## config.mk

```make
export PLATFORM = sky130hd
export DESIGN_NAME = trsn_outbuf
export DESIGN_NICKNAME = d
export VERILOG_FILES = /design/src/hw/rtl/trsn_pkg.sv /design/src/hw/rtl/trsn_outbuf.sv
export SDC_FILE = /design/constraint.sdc
export NUM_CORES = 1
export LEC_CHECK = 0
export BUFFER_PORTS_ARGS = -buffer_cell sky130_fd_sc_hd__buf_4
export CORE_ASPECT_RATIO = 1.25
export CORE_MARGIN = 1.5
export CORE_UTILIZATION = 30
export DETAILED_ROUTE_END_ITERATION = 7
export MAX_ROUTING_LAYER = met4
export PLACE_DENSITY_LB_ADDON = 0.25
export SETUP_SLACK_MARGIN = 0.02
export SYNTH_ARGS = -nofsm -noshare
export SYNTH_HDL_FRONTEND = slang
export SYNTH_SLANG_ARGS = --single-unit
```

## constraint.sdc

```tcl
create_clock -name clock -period 26.2 [get_ports clock]
set_input_delay 7.86 -clock clock [delete_from_list [all_inputs] [get_ports clock]]
set_output_delay 7.86 -clock clock [all_outputs]
set_load 0.05 [all_outputs]
```

## src/hw/rtl/trsn_pkg.sv

```systemverilog
// Package for the triangle radius select / face normal block.
// Holds widths, pipeline depths, CSR codes and the shared word structs.
// No dependencies.
package trsn_pkg;

   // Index check bound (triangle capacity)
   localparam int MAX_TRIANGLES = 65536;

   // Division and square-root pipeline depths of one normal lane
   localparam int DIV_STEPS   = 31;
   localparam int SQRT_STEPS  = 16;
   localparam int LANE_STAGES = DIV_STEPS + SQRT_STEPS;

   // CSR register codes
   typedef enum logic [1:0] {
      CSR_CENTER_X = 2'd0,
      CSR_CENTER_Z = 2'd1,
      CSR_RADIUS   = 2'd2
   } csr_index_type;

   typedef struct packed {
      logic signed [23:0] center_x;
      logic signed [23:0] center_z;
      logic [22:0]        radius;
   } cfg_type;

   typedef struct packed {
      logic [15:0]        tri_index;
      logic signed [23:0] a_x;
      logic signed [23:0] a_y;
      logic signed [23:0] a_z;
      logic signed [23:0] b_x;
      logic signed [23:0] b_y;
      logic signed [23:0] b_z;
      logic signed [23:0] c_x;
      logic signed [23:0] c_y;
      logic signed [23:0] c_z;
      logic               placeable;
   } req_type;

   // Control that travels beside the numeric data
   typedef struct packed {
      logic        valid;
      logic [15:0] tri_index;
      logic        placeable;
      logic        degenerate;
      logic [2:0]  neg;
   } band_type;

   typedef struct packed {
      band_type         band;
      logic [2:0][47:0] r2;
      logic [49:0]      s_sum;
   } front_type;

   typedef struct packed {
      logic [15:0]        tri_index;
      logic signed [15:0] normal_x;
      logic signed [15:0] normal_y;
      logic signed [15:0] normal_z;
      logic               placeable;
      logic               degenerate;
   } rsp_type;

endpackage

```

## src/hw/rtl/trsn_outbuf.sv

```systemverilog
// Output register with one skid entry for the result channel.
// Upstream may push whenever skid_full is low. Depends on trsn_pkg.
module trsn_outbuf (
   input  logic              clock,
   input  logic              reset,
   input  logic              in_valid,
   input  trsn_pkg::rsp_type in_word,
   output logic              skid_full,
   output logic              out_valid,
   input  logic              out_ready,
   output trsn_pkg::rsp_type out_word
);

   logic              main_v_ff, skid_v_ff;
   trsn_pkg::rsp_type main_ff, skid_ff;

   // control
   always_ff @(posedge clock) begin
      if (reset) begin
         main_v_ff <= 1'b0;
         skid_v_ff <= 1'b0;
      end else if (main_v_ff && out_ready) begin
         if (skid_v_ff) begin
            skid_v_ff <= 1'b0;
         end else begin
            main_v_ff <= in_valid;
         end
      end else if (!main_v_ff) begin
         main_v_ff <= in_valid;
      end else if (in_valid && !skid_v_ff) begin
         skid_v_ff <= 1'b1;
      end
   end

   // payload
   always_ff @(posedge clock) begin
      if (main_v_ff && out_ready) begin
         main_ff <= skid_v_ff ? skid_ff : in_word;
      end else if (!main_v_ff) begin
         main_ff <= in_word;
      end else if (!skid_v_ff) begin
         skid_ff <= in_word;
      end
   end

   assign skid_full = skid_v_ff;
   assign out_valid = main_v_ff;
   assign out_word  = main_ff;

endmodule

```

## Word level (Yosys, flattened, before mapping)

Index checks and enable logic that the tools add are counted.

- Bits in registers: 134
- Bits of input ports: 70
- Output and inout bits: 68
- Word-level logic and storage cells: 29

- Equality and inequality tests: 2
- Mux-type cells: 6
- Bitwise logic cells: 1
- Reductions and logical operators: 6

Operators by type and width:

| operator | number |
|---|---|
| 66-bit two-way mux | 3 |
| 2-bit AND reduction | 2 |
| 1-bit two-way mux | 3 |
| 1-bit logical AND | 2 |
| 2-bit by 1-bit inequality test with 1-bit output (second input constant) | 1 |
| 2-bit inequality test (second input constant) | 1 |
| 2-bit OR reduction | 1 |
| 1-bit zero test | 1 |
| 1-bit inverter | 1 |

## Logic depth before layout (Yosys ltp)

Gate-level depths: netlist (run 1).

- Depth after elaboration: 3
- Depth in mapped cells: 5
- Gate-level depth less buffers: 3

## Worst setup path before layout (run 1)

OpenSTA, ideal clock, no wires.

- Path kind: input-to-reg
- Start: input port out_ready
- End: register main_ff, in the netlist out_word[0] (enable)
- Setup time: 660 ps
- Data arrival time: 13263 ps
- Required time: 25540 ps
- Setup slack: 12278 ps
- Stages: 2
- Buffers on the path: 0
- Path through: nor2b_1 -> inv_1

- Word-level cells in the longest chain between the ends: 2

RTL lines:

| what | line | source |
|---|---|---|
| start: declaration | trsn_outbuf.sv:10 | `input logic out_ready,` |
| 1-bit logical AND | trsn_outbuf.sv:37 | `if (main_v_ff && out_ready) begin` |
| 2-bit by 1-bit inequality test with 1-bit output (no line) | -- |  |
| end signal: assignment | trsn_outbuf.sv:38 | `main_ff <= skid_v_ff ? skid_ff : in_word;` |
| end signal: assignment | trsn_outbuf.sv:40 | `main_ff <= in_word;` |
| end: declaration | trsn_outbuf.sv:15 | `trsn_pkg::rsp_type main_ff, skid_ff;` |

Every way passes these cells.
A chain may end at the register's enable or synchronous reset.

## Worst setup path in the final report (run 1)

- Start: input port out_ready
- End: register main_ff, in the netlist out_word[61] (enable)

The elaborated chain is that of the path after synthesis.

==> results of run 1 <==
[cells in the final DEF (no fill, tap or decap), drive strengths merged, types with 2 or more instances in the layout]
cell type | synthesis | final
clkinv | 0 | 6
edfxtp | 132 | 132
buf | 15 | 140
clkinvlp | 0 | 3
dfxtp | 2 | 2
clkbuf | 0 | 18
bufinv | 0 | 5
mux2 | 132 | 132
a21oi | 2 | 2
[layout make-up]
cell class                      instances  area [um^2]
Clock buffer                           18          429
Clock inverter                         13          206
Fill cell                            1736        11200
Inverter                                1         5.00
Multi-Input combinational cell        139         1700
Sequential cell                       134         4010
Tap cell                              232          290
Timing Repair Buffer                  140         1050
[metal layers]
| layer | track usage | share of wire |
|---|---|---|
| met1 | 0.124 | 0.41 |
| met2 | 0.189 | 0.52 |
| met3 | 0.0383 | 0.056 |
| met4 | 0.0530 | 0.014 |
| met5 | - | 0 |
[per-stage QoR]
| step | hold slack [ps] | instance area, um^2 | instances | utilization |
|---|---|---|---|---|
| after floorplan | 546 | 5800 | 289 | - |
| after global placement | 554 | 7050 | 646 | 0.374 |
| after detailed placement | 557 | 7050 | 646 | 0.374 |
| after CTS | 569 | 7680 | 677 | 0.408 |
| after global routing | 574 | 7680 | 677 | 0.408 |
| final | 570 | 7680 | 677 | 0.408 |
[worst min path at each step]
| stage | start | end | slack [ps] | cells after the start |
|---|---|---|---|---|
| after floorplan | skid_ff[0] | out_word[0] | 550 | 1 |
| after global placement | skid_ff[35] | out_word[35] | 550 | 1 |
| after detailed placement | skid_ff[27] | out_word[27] | 560 | 1 |
| after CTS | skid_ff[28] | out_word[28] | 570 | 1 |
| after global routing | skid_ff[32] | out_word[32] | 570 | 1 |
| final | skid_ff[27] | out_word[27] | 570 | 1 |
[power by group]
group	leakage (nW)	switching, mW	internal, mW
combinational	1.42	0.0410	0.0302
sequential	1.31	0.00648	0.250
clock	0.297	0.0886	0.168
[registers in the layout, summed over array words and instances (netlist names)]
signal / cells
out_word: 66
out_valid: 1
skid_full: 1
skid_ff: 66
[synthesized netlist by cell type]
| cell | n |
|---|---|
| a211oi_1 | 1 |
| a21oi_1 | 2 |
| buf_2 | 9 |
| buf_4 | 1 |
| buf_6 | 5 |
| dfxtp_1 | 2 |
| edfxtp_1 | 132 |
| inv_1 | 1 |
| mux2_2 | 92 |
| mux2_4 | 40 |
| nand2b_1 | 1 |
| nand3_2 | 1 |
| nor2_1 | 1 |
| nor2b_1 | 1 |
[kinds of logic after synthesis]
family / synth area share
AO/OA/AOI/OAI: 0.00302
buffers and inverters: 0.0194
flip-flops: 0.691
multiplexers: 0.282
AND/OR/NAND/NOR: 0.00453
==> flow_metrics.tcl, run 1 <==
set metrics [dict create \
    setup_tns_ps 0 \
    crit_top_cell "buf_4" \
    io_pins 138 \
    grt_usage 0.114 \
    critPathKind "primary input to register" \
    crit_family "buffers and inverters" \
    fp.dieH_um 158 \
    postSynthAreaPerCell_um2 20.1 \
    tightestPinTransition_ps 1110 \
    cpPeakStageDelay_ps 700 \
    finalNetCount 503 \
    ys_seq_elements 134 \
    start_kind "primary input" \
    clk_pin_slew_ps 60 \
    grt_pass1_vias 3209 \
    initial_core_util 0.308 \
    via_count 3001 \
    timing.fmax_ghz 0.101 \
    ys_types 14 \
    startpoint "out_ready" \
    hold_path.class "register to register" \
    cp_cell_sequence "buf_4, nor2b_4, buf_4, clkinv_2, buf_4" \
    synth_cells 289 \
    final_antenna_net_count 0 \
    synth_top_cell_area_share 0.684 \
    endpoint_kind "register" \
    path_depth 5 \
    first_iter_violations 109 \
    rsz0062_at_grt "no" \
    rr_startpoint "out_valid" \
    root_buffer "clkbuf_16" \
    power_density_nw_per_um2 76.1 \
    grt_max_degree 71 \
    die_area_um2 20200 \
    drv_slew 0 \
    yosys.area.top_type "edfxtp_1" \
    reg2reg_slack_ps 23360 \
    setup_viol 0 \
    fin_ws_ps 16320 \
    num_rows 56 \
    endpoint "out_word[61]" \
    grt_pass1_wl_mm 16.7 \
    critPathMaxFanout 67 \
    skew_ps 9.80 \
    relSlewSlack 0.259 \
    port_buffers 137 \
    diodes 0 \
    dp_hpwl_mm 6.71 \
    first_pass_iters 4 \
    cts_resized 0 \
    finalHoldViolCount 0 \
    synthToLayoutAreaGrowth_pct 32.6 \
    worst-path-buf-inv 4 \
    vias_per_cell 4.43 \
    antenna_found_initial 0 \
    final_layout_size_suffix_gt1_frac 0.683 \
    status "completed" \
    grt.overflow.total 0 \
    maxCapViolations 0 \
    fin_crit_sh 0.377 \
    synthTopCellsByArea "edfxtp_1, mux2_2, mux2_4" \
    gp_congestion 0.721 \
    post-place-ws_ps 15760 \
    timing.rr.end "out_word[61]" \
    irDropWorstVdd_mv 0.0382 \
    power.leakage_nw 3.03 \
    drt-total-wl_mm 10.7 \
    slowest_stage "buf_4" \
    period_needed_ps 9880 \
    yosys_warnings 0 \
    syn_nets 359 \
    cts_tree "built" \
    cts_htree_levels 4 \
    core_um2 18800 \
    cts_hold_buf 0 \
    seq_area_frac_synth 0.691 \
    clk_latency_ps 410 \
    drc_errors 0 \
    die_w_um 127 \
    p_total_mw 0.585 \
    cts.path.max_buffers 2 \
    netlist_area_um2 5800 \
    r2r.worst_path.cells 4 \
    post_drt_wl_per_cell_um 15.8 \
    post_cts_buffers 0 \
    cts_sinks 134 \
    cts_made_buffers 17 \
    crit_arrival_ps 9970 \
    required_ps 26290 \
]
Note: power is estimated with default switching activity, not from simulation.
==> run 2, diff against run 1 <==
==> constraint.sdc (replaced) <==
create_clock -name clock -period 8.7 [get_ports clock]
set_input_delay 2.61 -clock clock [delete_from_list [all_inputs] [get_ports clock]]
set_output_delay 2.61 -clock clock [all_outputs]
set_load 0.05 [all_outputs]
==> run 2 against run 1 <==
Net effect:
- design area shrank 0.62%
- cell count unchanged
- wire length up 0.26%
- core utilization fell by 0.25 points
- critical path depth unchanged
==> flow_metrics.tcl, run 2 (same netlist as run 1, synthesis figures left out) <==
set metrics [dict create \
    power_density_nw_per_um2 223 \
    fin_ws_ps 4020 \
    drc_errors 0 \
    finalNetCount 503 \
    vias_per_cell 4.44 \
    fin_crit_sh 0.538 \
    diodes 0 \
    cts_made_buffers 17 \
    post_cts_buffers 0 \
    initial_core_util 0.308 \
    instances_no_fill 677 \
    route.met3.wl_um 569 \
    final_antenna_net_count 0 \
    cp_cell_sequence "buf_4, nor2b_4, buf_4, clkinv_2, buf_4" \
    irDropWorstVdd_mv 0.104 \
    rsz0062_at_grt "no" \
    period_needed_ps 4680 \
    nFillCells 1762 \
    power.leakage_nw 3.01 \
    die_w_um 127 \
    synthToLayoutAreaGrowth_pct 31.8 \
    hold_path.class "register to register" \
    start_kind "primary input" \
    antenna_found_initial 0 \
    die_area_um2 20200 \
    critPathKind "primary input to register" \
    timing.fmax_ghz 0.214 \
    root_buffer "clkbuf_16" \
    endpoint_kind "register" \
    grt_max_degree 71 \
    post_drt_wl_per_cell_um 15.9 \
    cts_htree_levels 4 \
    m1WireLength_mm 4.50 \
    dp.cells 646 \
    final_layout_size_suffix_gt1_frac 0.688 \
    tightestPinTransition_ps 1120 \
    io_pins 138 \
    port_buffers 137 \
    final_common_cell "buf_4" \
    setup_viol 0 \
    grt_pass1_vias 3195 \
    dp_hpwl_mm 6.70 \
    first_iter_violations 160 \
    first_pass_iters 4 \
    required_ps 8790 \
    clk_latency_ps 410 \
    cts_sinks 134 \
    final_cell_mix "buf_4, edfxtp_1, mux2_2" \
    cts_resized 0 \
    skew_ps 7.37 \
    num_rows 56 \
    cts_hold_buf 0 \
    crit_top_cell "buf_4" \
    critPathMaxFanout 67 \
    post-place-ws_ps 3500 \
    crit_arrival_ps 4770 \
    grt.overflow.total 0 \
    finalHoldViolCount 0 \
    core_um2 18800 \
    fp.dieH_um 158 \
    top_layer_used "met4" \
    setup_tns_ps 0 \
    relSlewSlack 0.257 \
    gp_congestion 0.721 \
    regArea_um2 4010 \
    clk_pin_slew_ps 50 \
    drt-total-wl_mm 10.7 \
    slowest_stage "buf_4" \
    multiInputGateArea_um2 1700 \
    maxCapViolations 0 \
    grt_usage 0.115 \
    route.met2.wl_mm 5.46 \
    drv_slew 0 \
    via_count 3009 \
    grt_pass1_wl_mm 16.7 \
    status "completed" \
    cts.path.max_buffers 2 \
    cts_tree "built" \
    cpPeakStageDelay_ps 710 \
]
[run 2: worst paths after layout]
check,end,slack [ps],cells after the start,start
setup reg to reg,out_word[54],5820,4,out_valid
setup / recovery,out_word[54],4020,5,out_ready
hold reg to reg,out_word[24],570,1,skid_ff[24]
hold / removal,out_word[24],570,1,skid_ff[24]
[run 2: layer usage]
metal,up-vias,track usage
met4,0,0.0547
met3,18,0.0376
met5,-,-
li1,1435,-
met1,1457,0.125
met2,99,0.189
[run 2: per-stage QoR]
stage | hold WS (ps) | cell area, um^2 | util | power [mW]
finish | 569 | 7640 | 0.405 | 1.70
global route | 584 | 7640 | 0.405 | 1.77
CTS | 570 | 7640 | 0.405 | 1.73
detailed placement | 557 | 7050 | 0.374 | 1.01
global placement | 554 | 7050 | 0.374 | 1.00
floorplan | 546 | 5800 | - | 0.927
[run 2: final cells by class]
class | count | share of cell area
tap | 232 | 0.0380
sequential | 134 | 0.525
multi-input combinational | 139 | 0.222
clock buffer | 18 | 0.0562
inverter | 1 | 0.000655
timing repair buffer | 140 | 0.138
clock inverter | 13 | 0.0208
[run 2: worst max-delay path, delay by kind of cell]
family | cells | cell delay, ps
buf+inv | 4 | 2010
simple gates | 1 | 90
[run 2: power by group]
part           switching (mW)  internal (mW)
Combinational           0.124         0.0910
Sequential             0.0198          0.754
Clock                   0.269          0.448
Total                   0.412           1.29
==> run 3, diff against run 2 <==
==> constraint.sdc (replaced) <==
create_clock -name clock -period 4.71 [get_ports clock]
set_input_delay 1.413 -clock clock [delete_from_list [all_inputs] [get_ports clock]]
set_output_delay 1.413 -clock clock [all_outputs]
set_load 0.05 [all_outputs]
==> run 3 against run 2 <==
Net effect:
- register-to-register slack worse by 3500 ps
- first-iteration DRC count shrank 19%
- combinational power is 88% higher
- via count hardly changed
- power increased by 88%
- sequential power rose by 83%
- clock power is 91% higher
==> flow_metrics.tcl, run 3 (same netlist as run 1, synthesis figures left out) <==
set metrics [dict create \
    setup_tns_ps 0 \
    worst-path-buf-inv 2 \
    finalNetCount 505 \
    fin_crit_sh 0.612 \
    slowest_stage "buf_4" \
    cp_cell_sequence "buf_4, nand3_4, buf_4, mux2_2" \
    cts_htree_levels 4 \
    cts.path.max_buffers 2 \
    crit_family "buffers and inverters" \
    power_density_nw_per_um2 417 \
    via_count 3011 \
    post_drt_wl_per_cell_um 16.1 \
    grt_pass1_wl_mm 17.5 \
    cpPeakStageDelay_ps 660 \
    cts_made_buffers 17 \
    period_needed_ps 2880 \
    grt.overflow.total 0 \
    hold_path.class "register to register" \
    post_cts_buffers 0 \
    synthToLayoutAreaGrowth_pct 32.4 \
    critPathMaxFanout 40 \
    start_kind "primary input" \
    final_cell_mix "buf_4, edfxtp_1, mux2_2" \
    tightestPinTransition_ps 902 \
    die_area_um2 20200 \
    crit_arrival_ps 3040 \
    port_buffers 137 \
    cts_hold_buf 0 \
    drt-total-wl_mm 11.0 \
    endpoint_kind "register" \
    status "completed" \
    antenna_found_initial 0 \
    num_rows 56 \
    finalHoldViolCount 0 \
    required_ps 4860 \
    cts_tree "built" \
    clk_latency_ps 410 \
    nFillCells 1766 \
    maxCapViolations 0 \
    diodes 0 \
    root_buffer "clkbuf_16" \
    skew_ps 7.59 \
    multiInputGateArea_um2 1700 \
    die_w_um 127 \
    p_total_mw 3.20 \
    first_pass_iters 4 \
    initial_core_util 0.308 \
    grt_max_degree 67 \
    critPathKind "primary input to register" \
    rsz0062_at_grt "no" \
    final_antenna_net_count 0 \
    cts_resized 0 \
    clk_pin_slew_ps 60 \
    drv_slew 0 \
    final_common_cell "buf_4" \
    first_iter_violations 129 \
    grt_pass1_vias 3327 \
    setup_viol 0 \
    drc_errors 0 \
    grt_usage 0.119 \
    final_layout_size_suffix_gt1_frac 0.688 \
    core_um2 18800 \
    regArea_um2 4010 \
    crit_top_cell "buf_4" \
    fp.dieH_um 158 \
    timing.fmax_ghz 0.347 \
    gp_congestion 0.649 \
    io_pins 138 \
    power.leakage_nw 3.04 \
    dp_hpwl_mm 7.10 \
    reg2reg_slack_ps 2320 \
    relSlewSlack 0.398 \
    cts_sinks 134 \
    vias_per_cell 4.43 \
    irDropWorstVdd_mv 0.213 \
]
==> run 3: cell types whose count changed in the layout (fill, tap and decap cells not counted) <==
| cell | change |
|---|---|
| clkinvlp_4 | -2 |
| clkinv_2 | +1 |
| buf_4 | +2 |
| inv_6 | +1 |
| clkinv_1 | +1 |
| bufinv_16 | +1 |
| clkinv_4 | -1 |
==> run 3: routing by layer <==
layer,routed length (um),part of all wire,vias to the layer above,global-route usage
li1,-,-,1434,-
met1,4630,0.42,1480,0.138
met2,5560,0.51,86,0.189
met3,601,0.055,11,0.0413
met4,172,0.016,0,0.0487
met5,0,0,-,-
==> run 3: stage by stage <==
| step | std cells | hold slack, ps | setup slack, ps | util | cell area (um^2) |
|---|---|---|---|---|---|
| 2_1_floorplan | 289 | 546 | 474 | - | 5800 |
| 4_1_cts | 680 | 570 | 1810 | 0.407 | 7680 |
| 5_1_grt | 680 | 584 | 1730 | 0.407 | 7680 |
| 6_report | 680 | 569 | 1830 | 0.407 | 7680 |
| 3_5_place_dp | 648 | 560 | 1370 | 0.375 | 7060 |
| 3_3_place_gp | 648 | 555 | 1390 | 0.375 | 7060 |
==> run 3: cell type report <==
class | count | area share
clock inverter | 14 | 0.0238
multi-input combinational | 139 | 0.221
inverter | 1 | 0.000652
timing repair buffer | 142 | 0.139
tap | 232 | 0.0378
clock buffer | 18 | 0.0559
sequential | 134 | 0.522
==> run 3: final timing paths <==
kind	cells after the start	start	end
worst max register to register	3	skid_full	out_word[48]
worst min register to register	1	skid_ff[32]	out_word[32]
worst max-delay path	4	out_ready	out_word[1]
worst min-delay path	1	skid_ff[32]	out_word[32]
==> run 3: power breakdown <==
| group | switching (mW) | internal [mW] | total, mW |
|---|---|---|---|
| clock network | 0.492 | 0.882 | 1.37 |
| registers | 0.0304 | 1.39 | 1.42 |
| logic | 0.235 | 0.169 | 0.404 |
